[config.mk]
export PLATFORM = sky130hd
export DESIGN_NAME = pus_ramp_div
export DESIGN_NICKNAME = d
export VERILOG_FILES = /design/src/design/particle_update_step_top_assert.svh /design/src/design/pus_pkg.sv /design/src/design/pus_ramp_div.sv
export SDC_FILE = /design/constraint.sdc
export NUM_CORES = 2
export LEC_CHECK = 0
export BUFFER_PORTS_ARGS = -buffer_cell sky130_fd_sc_hd__buf_4
export CORE_ASPECT_RATIO = 0.6
export CORE_UTILIZATION = 42
export DETAILED_ROUTE_END_ITERATION = 10
export GPL_TIMING_DRIVEN = 0
export SLEW_MARGIN = 20
export SYNTH_ARGS = -nofsm -noshare
export SYNTH_HDL_FRONTEND = slang
export SYNTH_SLANG_ARGS = --single-unit
[constraint.sdc]
create_clock -name clk -period 7.9 [get_ports clk]
set_input_delay 0 -clock clk [delete_from_list [all_inputs] [get_ports clk]]
set_output_delay 0 -clock clk [all_outputs]
set_load 0.1 [all_outputs]
[src/design/particle_update_step_top_assert.svh]
// Assertion macros for the particle update step design, used by pus_ctrl.
`ifndef PARTICLE_UPDATE_STEP_TOP_ASSERT_SVH
`define PARTICLE_UPDATE_STEP_TOP_ASSERT_SVH
`ifndef SYNTHESIS
`define PUS_ASSERT(label, prop) \
  label: assert property (@(posedge clk) disable iff (!rst_n) prop) \
    else $error("particle_update_step: assertion failed");
`define PUS_ASSERT_RESET(label, prop) \
  label: assert property (@(posedge clk) prop) \
    else $error("particle_update_step: reset assertion failed");
`else
`define PUS_ASSERT(label, prop)
`define PUS_ASSERT_RESET(label, prop)
`endif
`endif

[src/design/pus_pkg.sv]
// Types, stage map and helpers of the particle update step pipeline.
package pus_pkg;

  localparam int ST_IN      = 0;
  localparam int ST_MV1     = 1;
  localparam int ST_MV2     = 2;
  localparam int ST_MV3     = 3;
  localparam int ST_MO      = 4;
  localparam int ST_RAMP0   = 1;
  localparam int RAMP_STEPS = 17;
  localparam int ST_RAMP    = ST_RAMP0 + RAMP_STEPS;
  localparam int ST_FADE0   = ST_RAMP + 1;
  localparam int FADE_STEPS = 16;
  localparam int ST_FADE    = ST_FADE0 + FADE_STEPS - 1;
  localparam int ST_RAD0    = ST_FADE0;
  localparam int ST_RAD     = ST_RAD0 + 1;
  localparam int ST_P1      = ST_FADE + 1;
  localparam int ST_P2      = ST_P1 + 1;
  localparam int ST_OUT     = ST_P2 + 1;
  localparam int NS         = ST_OUT + 1;

  localparam logic [16:0] ONE_Q16 = 17'd65536;

  typedef enum logic [3:0] {
    CFG_GRAVITY      = 4'd0,
    CFG_DRAG         = 4'd1,
    CFG_LIFE_TIME    = 4'd2,
    CFG_FADE_IN      = 4'd3,
    CFG_FADE_OUT     = 4'd4,
    CFG_MAX_ALPHA    = 4'd5,
    CFG_START_RADIUS = 4'd6,
    CFG_END_RADIUS   = 4'd7
  } cfg_idx_t;

  typedef struct packed {
    logic [47:0] gravity;
    logic [17:0] drag;
    logic [31:0] life_time;
    logic [16:0] fade_in;
    logic [16:0] fade_out;
    logic [16:0] max_alpha;
    logic [31:0] start_radius;
    logic [31:0] end_radius;
  } cfg_t;

  typedef struct packed {
    logic             alive;
    logic [2:0][31:0] pos;
    logic [2:0][31:0] vel;
    logic [30:0]      age;
    logic [15:0]      dt;
  } particle_t;

  typedef struct packed {
    logic             live;
    logic [2:0][31:0] pos;
    logic [2:0][31:0] vel;
  } motion_t;

  function automatic logic signed [31:0] sat32(input logic signed [63:0] x);
    logic signed [31:0] r;
    if (x > 64'sd2147483647) begin
      r = 32'sh7FFFFFFF;
    end else if (x < -64'sd2147483648) begin
      r = 32'sh80000000;
    end else begin
      r = x[31:0];
    end
    return r;
  endfunction

endpackage

[src/design/pus_ramp_div.sv]
// Pipelined restoring divider for the life ramp, one quotient bit per stage.
module pus_ramp_div import pus_pkg::*; (
  input  logic          clk,
  input  logic [NS-1:0] ld,
  input  logic [30:0]   age,
  input  logic [31:0]   life_time,
  output logic [16:0]   ramp
);

  logic [31:0] rin_w   [1:RAMP_STEPS];
  logic [16:0] qin_w   [1:RAMP_STEPS];
  logic        b_w     [1:RAMP_STEPS];
  logic [32:0] t_w     [1:RAMP_STEPS];
  logic        ge_w    [1:RAMP_STEPS];
  logic [31:0] rem_nxt [1:RAMP_STEPS];
  logic [16:0] q_nxt   [1:RAMP_STEPS];
  logic [31:0] rem_r   [1:RAMP_STEPS];
  logic [16:0] q_r     [1:RAMP_STEPS];
  logic [16:0] ramp_r;

  always_comb begin
    rin_w[1] = {2'b00, age[30:1]};
    qin_w[1] = '0;
    b_w[1]   = age[0];
    for (int j = 2; j <= RAMP_STEPS; j++) begin
      rin_w[j] = rem_r[j-1];
      qin_w[j] = q_r[j-1];
      b_w[j]   = 1'b0;
    end
    for (int j = 1; j <= RAMP_STEPS; j++) begin
      t_w[j]     = {rin_w[j], b_w[j]};
      ge_w[j]    = t_w[j] >= {1'b0, life_time};
      rem_nxt[j] = ge_w[j] ? 32'(t_w[j] - {1'b0, life_time}) : t_w[j][31:0];
      q_nxt[j]   = {qin_w[j][15:0], ge_w[j]};
    end
  end

  always_ff @(posedge clk) begin
    for (int j = 1; j <= RAMP_STEPS; j++) begin
      if (ld[ST_RAMP0 - 1 + j]) begin
        rem_r[j] <= rem_nxt[j];
        q_r[j]   <= q_nxt[j];
      end
    end
    if (ld[ST_RAMP]) begin
      if (life_time == '0 || q_r[RAMP_STEPS] > ONE_Q16) begin
        ramp_r <= ONE_Q16;
      end else begin
        ramp_r <= q_r[RAMP_STEPS];
      end
    end
  end

  assign ramp = ramp_r;

endmodule

# Yosys cells after proc, flatten, opt, wreduce, memory -nomap -nowiden
# Memories as Yosys holds them, arrays and structs flattened.
# Index checks and enable logic that the tools add are counted.
# totals
regBits	17
word_cells	91
out_inout_bits	17
input_bits	102
ram_bits	833
mem_count	2
# classes
mux	51
n_lt_le_gt_ge	18
add_sub_neg	17
reduce_logical	2
# memory_table
name	depth	width	rd	rd_clocked_by_memory_dff	wr	line_no	rtl
rem_r	17	32	16	0	17	pus_ramp_div.sv:17	logic [31:0] rem_r [1:RAMP_STEPS];
q_r	17	17	17	0	17	pus_ramp_div.sv:18	logic [16:0] q_r [1:RAMP_STEPS];
# op_table
cell	n
$mux W32	17
$ge A33 B32 Y1	16
$sub A32 B32 Y32	16
$mux W1	34
$ge A31 B32 Y1	1
$logic_not A32 Y1	1
$sub A31 B32 Y32	1
$gt A17 B17 Y1 const B	1
$logic_or A1 B1 Y1	1

# Depth between registers and ports, before layout
# An unclocked memory read counts as a cell.
# depth
word_depth	3
ltp_mapped	16
ltp_nobuf	14

# Worst setup path after synthesis
# Ideal clock, no wire load.
# synth_timing
path_kind	reg-to-reg
startpoint	register rem_r[0][461] (netlist name)
endpoint	register rem_r[0][506] (netlist name)
setup_slack_ps	4515
period_less_slack_ps	3385
stages_incl_launch_ff	12
n_path_buf	1
arrival_ps	3125
setup_ps	260
cell_sequence	edfxtp_1 ha_1 a21o_1 a21o_1 a2111oi_1 a211o_1 a31oi_1 o41ai_2 nor2_1 nor3_4 buf_6 mux2_2

==> results.md <==
Yosys:
- The synthesized netlist cell count is 5359.
- The synthesized design contains 682 enable-type register cells.
- Synthesis produced a netlist with a net count of 6019.
- The synthesized design contains 682 register bits.
- The total of warnings raised by yosys is 0.
- Among all flip-flop cells after synthesis, the most frequent one is sky130_fd_sc_hd__edfxtp_1.
- In the synthesized netlist the async set-or-reset flop fraction comes to 0.
- Averaged over all synthesized cells, the footprint is 10.0 sq um.
- In this run, distinct cell masters in the synthesized netlist total 98.
- Summing every instance area after synthesis gives 0.0538 sq mm.
- Of the synthesized area, sequential elements account for 0.381.

Routing:
- In the final routed layout, each cell accounts on average for 24.5 microns.
- The first detailed-routing pass ran for 8 iterations.
- In the routed layout, each cell is associated on average with a via count of 6.02.
- The final wirelength is 180 mm.
- In this run, the number of DRC markers left after iteration 0 of detailed routing was 5309.
- In the routed design, unresolved DRC markers number 4.
- The total via count after detailed routing is 44400.
- The number of nets with antenna violations after routing is 0.

Timing:
- The worst clock skew is 0.0373 ns.
- The summed negative setup slack over all endpoints is 0 ns.
- The final worst hold slack is 0.164 ns.
- The total count of hold-check failures in the final report was 0.
- The worst path meets setup with 3.15 ns of slack.
- The part of the cycle the worst path needs is 0.601.
- The total setup violations reported at the end of the flow is 0.
- The highest clock rate is 211 MHz.
- For the pin with the worst max-slew slack, the measured transition is 1.12 ns.
- The worst slew margin relative to its limit is 0.246.
- Setup repair after global routing left no endpoint under its margin.
- The routed design could run at a clock period as short as 4.75 ns.
- The number of pins exceeding their max-slew limit in the final report is 0.

GRT:
- The via count of the first global-routing pass is 40000.
- The global routing stage identified its most utilized layer as met1.
- The pin count of the biggest net entering global routing is 49.
- The fraction of met3 tracks used by global routing is 0.0911.
- The sum of overflow across all layers after global routing is 0.
- The number of antenna violations at the first check in global routing came to 7.
- For met1 alone, demand over resource in global routing was 0.424.
- The first global-routing pass estimated 263 mm of wire.
- In the global route stage, overall resource usage came out at 0.271.
- The met2 track utilization from global routing is 0.347.

Setup path:
- For this run, the slowest stage of the critical path takes 0.60 ns.
- The required time reported for the critical path endpoint is 8.35 ns.
- The worst setup path is launched from an input port.
- The peak fanout along the critical path is 18.
- The kind of cell adding the most delay to the critical path is buffers and inverters.
- The slowest stage of the critical path belongs to the cell sky130_fd_sc_hd__fa_1.
- The buffers plus inverters on the worst setup path is 5.
- The kind of critical path is in2reg.
- Walking the worst path, the cells encountered are buf_4 -> inv_2 -> fa_1 -> a21o_1 -> a221oi_1 -> a21oi_1 -> a31oi_1 -> a21oi_1 -> o21a_1 -> o2111ai_1 -> a31o_2 -> clkbuf_1 -> clkbuf_1 -> o21ai_0 -> dlygate4sd3_1.
- The data arrival time at the worst-slack endpoint is 5.20 ns.
- STA classifies the critical path endpoint as a flop.

Power and ir drop:
- Of the total power, combinational logic draws 0.591.
- The total net switching power is 11.8 mW.
- The design internal power is 15.1 mW.
- Dividing total power by cell area gives a power density of 447 mW/mm^2.
- The maximum VDD drop is 216 uV.
- The leakage power summed over all cells is 24.1 nW.
- The clock group share of total power is 0.137.
- The switching part of the total power is 0.439.
- The power share of the sequential group is 0.272.

Placed design:
- The total half-perimeter wirelength after legalization and detailed placement is 134 mm.
- OpenSTA, run right after detailed placement, puts the worst setup slack at 2.75 ns.
- The congestion estimate from routability-driven global placement came to 0.954.
- The count of buffers added on input and output ports is 98.
- The number of placed instances, taps included is 7176.

Outcome:
- The run finished, with violations left.
- The checks that failed: DRC.

Die:
- In this run the core area contains 101 standard-cell rows.
- In this run the count of I/O pins placed on the die edge is 119.
- The total die area is 0.130 sq mm.
- For this configuration, the core starts out at a cell density of 0.424.
- The die outline height is 279 microns.
- The core footprint is 0.127 sq mm.
- From left edge to right edge, the die measures 464 microns.

CTS:
- After clock tree synthesis, the clock-pin slew on the worst setup and hold paths is 0.06 ns.
- The clock tree from TritonCTS is done.
- CTS placed an instance of sky130_fd_sc_hd__clkbuf_16 at the clock tree root.
- At the later pin of the worst-skew pair, clock insertion delay measures 0.70 ns.
- CTS built an H-tree with a depth of 3.
- The TritonCTS sink count is 682.
- The number of clock buffers inserted by TritonCTS is 73.
- After clock tree synthesis, the repair step resized 0 gates.
- The maximum buffer depth of the clock tree is 3.

Finish:
- The library cells used most frequently in the layout, excluding fill and tap cells, are sky130_fd_sc_hd__edfxtp_1, sky130_fd_sc_hd__a21oi_1, sky130_fd_sc_hd__ha_1, sky130_fd_sc_hd__nor2_1, sky130_fd_sc_hd__nand2_1.
- The signed area change from the synthesized netlist to the final layout is 11.8%.
- The number of inserted filler cells in the final layout is 11800.
- The number of standard cells in the final layout excluding fillers is 7368.
- The most common cell after layout, fill and taps aside is sky130_fd_sc_hd__edfxtp_1.
- The count of nets after finishing is 6263.
- The utilization after layout is 0.474.
- Of the cells placed in the final design, the portion with a size suffix greater than 1 is 0.113.
- The sequential cell area is 0.0205 sq mm.
- In the final layout, the multi-input gates occupy 0.0319 sq mm.

Hold path:
- The worst min-delay path class is in2reg.

Job:
- The tool flagged a number of max-cap violations equal to 0.
logic make-up after synthesis:
logic type | synth area share
xor gates and xnor gates | 0.0687
DFF | 0.381
AOI/OAI and AO/OA | 0.199
and+or+nand+nor | 0.125
muxes | 0.0693
adders and majority gates | 0.132
buffers and inverters | 0.0255
power groups by stage:
stage                     sequential [mW]  clock [mW]  combinational [mW]
after CTS                            7.26        3.77                15.5
after global routing                 7.39        3.90                17.3
after global placement               7.31           0                15.1
after floorplan                      6.77           0                11.6
after detailed placement             7.31           0                15.3
final                                7.30        3.69                15.9
per-layer routing:
metal,share of wire,up-vias
met5,0.00017,-
met4,0.021,4
met3,0.12,172
met2,0.37,2002
met1,0.49,21400
li1,-,20800
worst register-to-register path, stage by stage, from the launching register on:
cell	delay, ns
sky130_fd_sc_hd__edfxtp_1	0.44
sky130_fd_sc_hd__ha_1	0.42
sky130_fd_sc_hd__o21a_1	0.15
sky130_fd_sc_hd__o31a_1	0.18
sky130_fd_sc_hd__nor3_1	0.06
sky130_fd_sc_hd__o31a_1	0.36
sky130_fd_sc_hd__o21ai_1	0.53
sky130_fd_sc_hd__a21oi_1	0.20
sky130_fd_sc_hd__a41oi_1	0.60
sky130_fd_sc_hd__a31o_2	0.24
sky130_fd_sc_hd__buf_2	0.31
sky130_fd_sc_hd__buf_4	0.31
sky130_fd_sc_hd__buf_2	0.35
sky130_fd_sc_hd__a21oi_1	0.26
area by class of cell:
type / count / share of cell area
Multi-Input combinational cell: 4358 / 0.531
Sequential cell: 682 / 0.341
Tap cell: 1699 / 0.0353
Clock buffer: 89 / 0.0314
Timing Repair Buffer: 169 / 0.0280
Buffer: 164 / 0.0131
Clock inverter: 41 / 0.0102
Inverter: 155 / 0.0100
Antenna cell: 11 / 0.000458
cells in the mapped netlist, types with 72 or more instances:
| cell | instances | area, sq um |
|---|---|---|
| sky130_fd_sc_hd__xnor2_1 | 264 | 2310 |
| sky130_fd_sc_hd__nor2_1 | 412 | 1550 |
| sky130_fd_sc_hd__nor3_1 | 72 | 360 |
| sky130_fd_sc_hd__nand3_1 | 103 | 515 |
| sky130_fd_sc_hd__xor2_1 | 158 | 1380 |
| sky130_fd_sc_hd__o21a_1 | 80 | 601 |
| sky130_fd_sc_hd__ha_1 | 542 | 6780 |
| sky130_fd_sc_hd__inv_1 | 154 | 578 |
| sky130_fd_sc_hd__a21o_1 | 293 | 2200 |
| sky130_fd_sc_hd__clkbuf_1 | 105 | 394 |
| sky130_fd_sc_hd__o21ai_0 | 298 | 1490 |
| sky130_fd_sc_hd__a21oi_1 | 577 | 2890 |
| sky130_fd_sc_hd__edfxtp_1 | 682 | 20500 |
| sky130_fd_sc_hd__nand4_1 | 101 | 632 |
| sky130_fd_sc_hd__mux2_2 | 235 | 2650 |
| sky130_fd_sc_hd__nand2b_1 | 73 | 457 |
| sky130_fd_sc_hd__nand2_1 | 333 | 1250 |
sequential cells by signal, indices dropped and copies added, names as in the netlist:
register and flops:
q_r 153, ramp 17, rem_r 512
through the flow:
stage,total power [mW],instance area (sq um)
floorplan,18.3,53800
global placement,22.4,56600
detailed placement,22.6,57100
CTS,26.5,60100
global route,28.6,60100
finish,26.9,60100
worst paths after layout:
check | startpoint | end | slack [ns] | depth (start not counted)
min | age[15] | rem_r[0][47] | 0.16 | 4
max reg2reg | rem_r[0][65] | rem_r[0][102] | 3.16 | 13
min reg2reg | q_r[0][240] | q_r[0][258] | 0.41 | 0
max | life_time[1] | rem_r[0][43] | 3.15 | 15
what timing repair did:
item / CTS / global route
setup buffers: 0 / 0
hold buffers: 51 / 0
endpoints found under the hold margin: 714 / 0
(Power assumes the default switching activity.)
