File: src/design/particle_update_step_top_assert.svh
// Assertion macros for the particle update step design, used by pus_ctrl.
`ifndef PARTICLE_UPDATE_STEP_TOP_ASSERT_SVH
`define PARTICLE_UPDATE_STEP_TOP_ASSERT_SVH
`ifndef SYNTHESIS
`define PUS_ASSERT(label, prop) \
  label: assert property (@(posedge clk) disable iff (!rst_n) prop) \
    else $error("particle_update_step: assertion failed");
`define PUS_ASSERT_RESET(label, prop) \
  label: assert property (@(posedge clk) prop) \
    else $error("particle_update_step: reset assertion failed");
`else
`define PUS_ASSERT(label, prop)
`define PUS_ASSERT_RESET(label, prop)
`endif
`endif

File: src/design/pus_pkg.sv
// Types, stage map and helpers of the particle update step pipeline.
package pus_pkg;

  localparam int ST_IN      = 0;
  localparam int ST_MV1     = 1;
  localparam int ST_MV2     = 2;
  localparam int ST_MV3     = 3;
  localparam int ST_MO      = 4;
  localparam int ST_RAMP0   = 1;
  localparam int RAMP_STEPS = 17;
  localparam int ST_RAMP    = ST_RAMP0 + RAMP_STEPS;
  localparam int ST_FADE0   = ST_RAMP + 1;
  localparam int FADE_STEPS = 16;
  localparam int ST_FADE    = ST_FADE0 + FADE_STEPS - 1;
  localparam int ST_RAD0    = ST_FADE0;
  localparam int ST_RAD     = ST_RAD0 + 1;
  localparam int ST_P1      = ST_FADE + 1;
  localparam int ST_P2      = ST_P1 + 1;
  localparam int ST_OUT     = ST_P2 + 1;
  localparam int NS         = ST_OUT + 1;

  localparam logic [16:0] ONE_Q16 = 17'd65536;

  typedef enum logic [3:0] {
    CFG_GRAVITY      = 4'd0,
    CFG_DRAG         = 4'd1,
    CFG_LIFE_TIME    = 4'd2,
    CFG_FADE_IN      = 4'd3,
    CFG_FADE_OUT     = 4'd4,
    CFG_MAX_ALPHA    = 4'd5,
    CFG_START_RADIUS = 4'd6,
    CFG_END_RADIUS   = 4'd7
  } cfg_idx_t;

  typedef struct packed {
    logic [47:0] gravity;
    logic [17:0] drag;
    logic [31:0] life_time;
    logic [16:0] fade_in;
    logic [16:0] fade_out;
    logic [16:0] max_alpha;
    logic [31:0] start_radius;
    logic [31:0] end_radius;
  } cfg_t;

  typedef struct packed {
    logic             alive;
    logic [2:0][31:0] pos;
    logic [2:0][31:0] vel;
    logic [30:0]      age;
    logic [15:0]      dt;
  } particle_t;

  typedef struct packed {
    logic             live;
    logic [2:0][31:0] pos;
    logic [2:0][31:0] vel;
  } motion_t;

  function automatic logic signed [31:0] sat32(input logic signed [63:0] x);
    logic signed [31:0] r;
    if (x > 64'sd2147483647) begin
      r = 32'sh7FFFFFFF;
    end else if (x < -64'sd2147483648) begin
      r = 32'sh80000000;
    end else begin
      r = x[31:0];
    end
    return r;
  endfunction

endpackage

File: src/design/pus_ctrl.sv
// Stage valid bits and per-stage load enables with bubble collapse.
`include "particle_update_step_top_assert.svh"
module pus_ctrl import pus_pkg::*; (
  input  logic          clk,
  input  logic          rst_n,
  input  logic          in_valid,
  output logic          in_ready,
  output logic          out_valid,
  input  logic          out_ready,
  output logic [NS-1:0] ld
);

  logic [NS-1:0] v_r;
  logic [NS-1:0] v_nxt;
  logic [NS-1:0] rdy;
  logic [NS-1:0] src;
  logic          in_beat;
  logic          out_beat;
  int            fill;

  always_comb begin
    src = {v_r[NS-2:0], in_valid};
    for (int i = 0; i < NS; i++) begin
      rdy[i] = out_ready | ~&(v_r | ~({NS{1'b1}} << i));
    end
    ld = rdy & src;
    for (int i = 0; i < NS; i++) begin
      v_nxt[i] = rdy[i] ? src[i] : v_r[i];
    end
  end

  always_ff @(posedge clk) begin
    if (!rst_n) begin
      v_r <= '0;
    end else begin
      v_r <= v_nxt;
    end
  end

  assign in_ready  = rdy[0];
  assign out_valid = v_r[NS-1];
  assign in_beat   = in_valid & in_ready;
  assign out_beat  = out_valid & out_ready;
  assign fill      = $countones(v_r);

  `PUS_ASSERT_RESET(a_empty_after_reset, !rst_n |=> (v_r == '0))
  `PUS_ASSERT(a_stall_only_when_full, !in_ready |-> (&v_r))
  `PUS_ASSERT(a_beat_count, $past(rst_n) |-> (fill == $past(fill) + $past(in_beat) - $past(out_beat)))

endmodule

File: config.mk
export PLATFORM = sky130hd
export DESIGN_NAME = pus_ctrl
export DESIGN_NICKNAME = d
export VERILOG_FILES = /design/src/design/pus_pkg.sv /design/src/design/pus_ctrl.sv
export VERILOG_INCLUDE_DIRS = /design/src /design/src/design
export SDC_FILE = /design/constraint.sdc
export NUM_CORES = 1
export LEC_CHECK = 0
export ABC_CLOCK_PERIOD_IN_PS = 5900
export BUFFER_PORTS_ARGS = -buffer_cell sky130_fd_sc_hd__buf_2
export CAP_MARGIN = 30
export CORE_MARGIN = 2
export CORE_UTILIZATION = 55
export CTS_CLUSTER_SIZE = 16
export DETAILED_ROUTE_END_ITERATION = 8
export HOLD_SLACK_MARGIN = 0.15
export PLACE_DENSITY = 0.91
export SLEW_MARGIN = 20
export SYNTH_ARGS = -nofsm -noshare
export SYNTH_HDL_FRONTEND = slang
export SYNTH_SLANG_ARGS = --single-unit
File: constraint.sdc
create_clock -name clk -period 5.9 [get_ports clk]
set_clock_uncertainty 0.15 [all_clocks]
set_input_delay 1.77 -clock clk [delete_from_list [all_inputs] [get_ports clk]]
set_output_delay 1.77 -clock clk [all_outputs]
set_load 0.02 [all_outputs]
# Word-level counts from Yosys, hierarchy flattened
# Cells that the tools add are included.
# op_classes
add_sub_neg	0
mul	0
div_mod_pow	0
order_cmp	0
n_eq_ne	0
shift	0
n_mux	0
bitwise	39
n_reduce_logical	75
# ops
op	count
38-bit bitwise AND	1
1-bit logical NOT	38
1-bit bitwise OR	38
38-bit AND reduction	1
37-bit AND reduction	1
36-bit AND reduction	1
35-bit AND reduction	1
34-bit AND reduction	1
33-bit AND reduction	1
32-bit AND reduction	1
31-bit AND reduction	1
30-bit AND reduction	1
29-bit AND reduction	1
28-bit AND reduction	1
27-bit AND reduction	1
26-bit AND reduction	1
25-bit AND reduction	1
24-bit AND reduction	1
23-bit AND reduction	1
22-bit AND reduction	1
21-bit AND reduction	1
20-bit AND reduction	1
19-bit AND reduction	1
18-bit AND reduction	1
16 further kinds	16
# totals
ff_bits	38
latchBits	0
ramBits	0
mem_bits_ro	0
in_bits	4
out_inout_bits	40
wordCells	152
memories	0

# Longest topological paths before layout
# Gate-level depths: netlist of run 1.
# depth
ltp_word	4
depth_mapped	6
ltp_nobuf	4

# Least setup slack after synthesis of run 1
# Ideal clock, no wire load.
# synth_path
path_type	input to output
startpoint	input out_ready
endpoint	output ld[15]
arrival_time_ps	3023
t_required_ps	3980
slack_ps	957
stages	6
n_path_buf	2
cell_sequence	and3b_1 > buf_2 > and4_1 > buf_2 > nand4_1 > o21a_1
# synth_between
elab_chain_len	2
# synth_lines
item	line_no	source
start, declared	pus_ctrl.sv:9	input logic out_ready,
1-bit bitwise OR	pus_ctrl.sv:24	rdy[i] = out_ready | ~&(v_r | ~({NS{1'b1}} << i));
38-bit bitwise AND	pus_ctrl.sv:26	ld = rdy & src;
end, declared	pus_ctrl.sv:10	output logic [NS-1:0] ld
# Every way passes these cells.

# Worst setup path in the final report of run 1
# layout_path
startpoint	input out_ready
endpoint	output ld[2]
# The elaborated chain is that of the path after synthesis.

==> impl_metrics.tcl, run 1 <==
set metrics [dict create \
    cts_buffer_depth 2 \
    dieArea_um2 3850 \
    dp_cells 301 \
    crit_path_frequent_cell "buf_2" \
    min_path_type "reg2reg" \
    htreeDepth 2 \
    rows 21 \
    cp_top_family "simple AND/OR/NAND/NOR gates" \
    postCtsSetupBuffers 0 \
    p_leak_uw 0.000901 \
    antenna_found_initial 0 \
    via_per_inst 5.57 \
    die_y_um 62.1 \
    ir_worst_vdd_v 0.000150 \
    place_congestion 0.819 \
    use_met1_pct 27.9 \
    maxSlewViolCount 0 \
    top_register "v_r" \
    busiest_layer "met2" \
    via_count 1721 \
    cts_sinks 38 \
    met2_usage_pct 35.1 \
    ctsRootBufferMaster "clkbuf_4" \
    critPathLaunchType "input port" \
    drc 0 \
    place_area_um2 2070 \
    arrival_ns 3.49 \
    worst_path_max_delay_cell "and4_1" \
    min_period_over_period_pct 91.7 \
    total_power_uw 416 \
    grt_first_pass_wirelength_mm 6.19 \
    finalSetupViolCount 0 \
    grt_pass1_vias 1483 \
    endpoint_kind "primary output" \
    synth_area_um2 1860 \
    synth_top_area_cell "dfxtp_1" \
    crit_type "in2out" \
    rsz0062_at_grt "no" \
    use_met3_pct 6.21 \
    reg.largest.list "v_r (38)" \
    synth_warnings 0 \
    largest_register_ffs 38 \
    cp.required_ns 3.98 \
    pwr_density_cell_nw_per_um2 194 \
    initial_utilization_pct 56.5 \
    ctsHoldBuffers 0 \
    hold_viol 0 \
    synth_area_leaders "dfxtp_1 (41%), o21a_1 (6.1%), nand2_1 (5.9%), nor2_1 (3.2%), nand4_1 (3.0%)" \
    critPathMaxStageDelay_ns 0.50 \
    cts_repair_resize_count 0 \
    critical_path_buf_inv_count 2 \
    cts_tree "yes" \
    io_pins 44 \
    grt_max_degree 32 \
    clk_pin_slew_ns 0.11 \
    hpwl_mm 2.85 \
    fin_area_um2 2140 \
    cts_buffers 5 \
    num-nets-final 266 \
    die_x_um 62.1 \
    clk_latency_ns 0.34 \
    ys_seq_area_share_pct 41.0 \
    outcome "finished, final reports clean" \
    synthCells 222 \
    wl_mm 3.98 \
    area_growth_pct 15.2 \
    instances_no_fill 309 \
    fin_setup_tns_ns 0 \
    slew_headroom_pct 47.9 \
    syn_nets 226 \
    synth_top_area_share_pct 41.0 \
    first_iter_violations 173 \
    firstDrtPassIters 4 \
    core-area_um2 3280 \
    diodes 0 \
    avgSynthCellArea_um2 8.36 \
    min_period_ns 5.41 \
    synth_cell_types 40 \
    track_usage_pct 21.5 \
    drt.antenna.violating_nets 0 \
    overflow 0 \
    crit_fanout 12 \
    synth_seq_cells 38 \
    port_buffers 43 \
    drv_cap 0 \
    max_freq_ghz 0.185 \
    wl_per_cell_um 12.9 \
    drive_gt1_share_pct 24.3 \
    path_cells "buf_2 -> and3b_1 -> and4_1 -> nand4_1 -> o21a_1 -> buf_2" \
    worstMarginPinSlew_ns 0.781 \
]
==> power by group <==
part           switching [uW]  total (uW)  internal (uW)  leakage, uW
sequential              0.991         259            258     0.000307
combinational            9.19        12.6           3.40     0.000560
clock                    87.1         144           57.3    0.0000343
==> cell usage after synthesis (all sizes together) <==
| cell | number |
|---|---|
| nor2b | 7 |
| o41ai | 6 |
| inv | 10 |
| nand4 | 10 |
| dfxtp | 38 |
| nor3 | 3 |
| o31a | 3 |
| clkbuf | 4 |
| nand2 | 31 |
| a21oi | 10 |
| nand2b | 1 |
| nand3 | 9 |
| or3 | 3 |
| and4 | 4 |
| a21boi | 7 |
| nor2 | 16 |
| a22o | 1 |
| a41oi | 2 |
| buf | 6 |
| o41a | 1 |
| and3 | 8 |
| o31ai | 5 |
| o21a | 15 |
| and3b | 1 |
| o22ai | 1 |
| and2 | 10 |
| a31oi | 3 |
| or2 | 1 |
| o21ai | 6 |
==> area by class of cell <==
cell class / instances / area (um2)
inverter: 10 / 37.5
clock inverter: 2 / 12.5
clock buffer: 6 / 51.3
multi-input combinational: 164 / 1000
fill: 270 / 1150
tap: 46 / 57.6
sequential: 38 / 761
timing repair buffer: 43 / 215
==> layout by cell type, fill, tap and decap left out, types with 8 or more instances in the layout <==
cell and instances:
nand4_1 9, nand3_1 9, dfxtp_1 38, inv_1 10, and2_1 8, nand2_1 29
o21a_1 15, nor2_1 16, buf_2 43, a21oi_1 10
==> stage by stage <==
stage          hold WS [ns]  setup slack (ns)  util (%)
2_1_floorplan         0.285             0.957         -
3_3_place_gp          0.309             0.508      63.1
3_5_place_dp          0.319             0.490      63.1
4_1_cts               0.339             0.485      65.1
5_1_grt               0.360             0.348      65.1
6_report              0.334             0.488      65.1
==> final timing paths <==
kind              startpoint       to  slack [ns]  cells after the start
setup reg to reg     v_r[37]  v_r[15]        3.83                      4
setup / recovery   out_ready    ld[2]        0.49                      6
hold / removal       v_r[16]  v_r[17]        0.33                      2
hold reg to reg      v_r[16]  v_r[17]        0.33                      2
==> worst reg2reg max path: cells and delay by family (launching register included) <==
kind	cells	cell delay (ns)
AO/OA/AOI/OAI	1	0.26
flip-flops	1	0.39
AND/OR/NAND/NOR	3	1.18
==> metal layers <==
layer	share of wire, %	up-vias	routed length [um]
met5	0	-	0
met4	1.2	0	46
li1	-	888	-
met3	5.4	5	216
met2	47	48	1860
met1	47	780	1850
==> logic make-up (layout without fill, tap and decap cells) <==
logic type,count (synthesis),after routing,share of synthesized area (%)
flops,38,38,41.0
buf+inv,20,61,4.99
simple gates,104,104,30.3
compound gates,60,60,23.7
No activity file was read; power rests on OpenSTA's default activity.
==> inputs of run 2 (changes only) <==
ABC_CLOCK_PERIOD_IN_PS = 5850   (was 5900)
CORE_UTILIZATION = 53   (was 55)
PLACE_DENSITY = 0.79   (was 0.91)
clock period = 5.85 ns   (was 5.9 ns; I/O delays follow)
==> run 2 against run 1 <==
  * Global-route usage about the same
  * Critical path depth unchanged
  * Wire length increased by 0.96%
  * Die area increased by 3.5%
  * Worst setup slack got worse by 0.0026 ns
  * Non-clock buffer count unchanged
  * Flip-flop and latch count unchanged
  * Sequential power about the same
  * Design area decreased by 0.18%
  * Utilization decreased by 1.1 points
  * Register-to-register slack about the same
  * Critical path type unchanged
  * Largest cell class unchanged
  * Largest power group unchanged
==> impl_metrics.tcl, run 2 (synthesis gave the netlist of run 1 again) <==
set metrics [dict create \
    outcome "finished, final reports clean" \
    top_register "v_r" \
    regToRegSetupSlack_ns 3.83 \
    crit_fanout 12 \
    ctsHoldBuffers 0 \
    dieArea_um2 3990 \
    overflow 0 \
    die_x_um 63.2 \
    clk_pin_slew_ns 0.10 \
    maxSlewViolCount 0 \
    crit_path_start "out_ready" \
    cts_repair_resize_count 0 \
    power.internal_uw 321 \
    diodes 0 \
    drive_gt1_share_pct 24.0 \
    area_growth_pct 15.0 \
    hold_viol 0 \
    p_leak_uw 0.000902 \
    hpwl_mm 2.87 \
    worstMarginPinSlew_ns 0.800 \
    final_common_cell "buf_2" \
    core-area_um2 3340 \
    crit_path_frequent_cell "buf_2" \
    pwr-share-comb_pct 3.1 \
    port_buffers 43 \
    largest_register_ffs 38 \
    track_usage_pct 21.6 \
    grt_pass1_vias 1597 \
    endpoint_kind "primary output" \
    timing.rr.start "v_r[37]" \
    rows 21 \
    firstDrtPassIters 4 \
    num-nets-final 266 \
    postCtsSetupBuffers 0 \
    swShare_pct 23.0 \
    reg.largest.list "v_r (38)" \
    cts_tree "yes" \
    die_y_um 63.2 \
    place_congestion 0.769 \
    ir_worst_vdd_v 0.000149 \
    min_path_type "reg2reg" \
    critical_path_buf_inv_count 2 \
    antenna_found_initial 0 \
    via_count 1725 \
    dp_cells 301 \
    rsz0062_at_grt "no" \
    p_clk_share_pct 34.4 \
    clk_latency_ns 0.36 \
    wl_mm 4.02 \
    first_iter_violations 116 \
    crit_end "ld[16]" \
    cp_top_family "simple AND/OR/NAND/NOR gates" \
    crit_type "in2out" \
    pwr_density_cell_nw_per_um2 196 \
    instances_no_fill 309 \
    switching_power_uw 95.9 \
    cts_sinks 38 \
    fin_setup_tns_ns 0 \
    max_freq_ghz 0.186 \
    htreeDepth 2 \
    cp.required_ns 3.94 \
    min_period_over_period_pct 91.7 \
    drc 0 \
    wl_per_cell_um 13.0 \
    critPathLaunchType "input port" \
    slew_headroom_pct 46.6 \
    path_cells "buf_2 -> and3b_1 -> and4_1 -> nand4_1 -> and2_1 -> buf_2" \
    finalSetupViolCount 0 \
    io_pins 44 \
    r2r_end "v_r[15]" \
    cp.depth 6 \
    via_per_inst 5.58 \
    grt_first_pass_wirelength_mm 6.89 \
    grt_max_degree 32 \
    p_seq_share_pct 62.5 \
    min_period_ns 5.36 \
    r2r.worst_path.cells 4 \
    initial_utilization_pct 55.6 \
    critPathMaxStageDelay_ns 0.49 \
    worst_path_max_delay_cell "and4_1" \
    ctsRootBufferMaster "clkbuf_4" \
    cts_buffer_depth 2 \
    cts_buffers 5 \
    drt.antenna.violating_nets 0 \
    final_cell_mix "buf_2 (43), dfxtp_1 (38), nand2_1 (29), nor2_1 (16), o21a_1 (15)" \
    arrival_ns 3.46 \
    drv_cap 0 \
]
-- run 2: cell types whose count changed in the layout (fill, tap and decap cells not counted), sizes merged --
cell,delta
clkinvlp,-1
clkbuf,+1
-- run 2: worst min-delay path by stage --
stage	from	end	slack [ns]	depth (start not counted)
6_report	v_r[14]	v_r[15]	0.33	2
4_1_cts	v_r[14]	v_r[15]	0.34	2
2_1_floorplan	v_r[16]	v_r[17]	0.29	2
5_1_grt	v_r[14]	v_r[15]	0.36	2
3_5_place_dp	v_r[14]	v_r[15]	0.32	2
3_3_place_gp	v_r[36]	v_r[37]	0.31	2
-- run 2: metrics by stage --
step | setup slack [ns] | cell area [um2] | hold slack, ns | power [uW] | utilization [%]
floorplan | 0.937 | 1860 | 0.285 | 276 | -
global placement | 0.499 | 2070 | 0.308 | 279 | 62.1
detailed placement | 0.499 | 2070 | 0.320 | 280 | 62.1
CTS | 0.501 | 2130 | 0.336 | 419 | 63.9
global route | 0.321 | 2130 | 0.360 | 432 | 63.9
finish | 0.485 | 2130 | 0.335 | 417 | 63.9
-- run 2: layout make-up --
type,count,area [um2]
Tap cell,46,57.6
Fill cell,314,1200
Clock buffer,7,55.1
Timing Repair Buffer,43,215
Clock inverter,1,5.00
Sequential cell,38,761
Inverter,10,37.5
Multi-Input combinational cell,164,1000
-- run 2: worst min-delay path: stages (launching register included) --
cell     delay, ns
dfxtp_1       0.34
nand2_1       0.06
o31ai_1       0.05
-- run 2: power groups by stage --
stage	clock, uW	sequential (uW)	combinational [uW]
3_5_place_dp	0	267	13.0
2_1_floorplan	0	266	9.16
5_1_grt	157	261	13.8
4_1_cts	145	261	13.1
6_report	143	261	12.8
3_3_place_gp	0	267	12.7
-- run 2: routing by layer --
layer | wire length [um] | global-route usage, %
met3 | 171 | 4.82
met1 | 1950 | 27.5
met2 | 1800 | 34.6
met5 | 0 | 0
met4 | 88 | 10.3
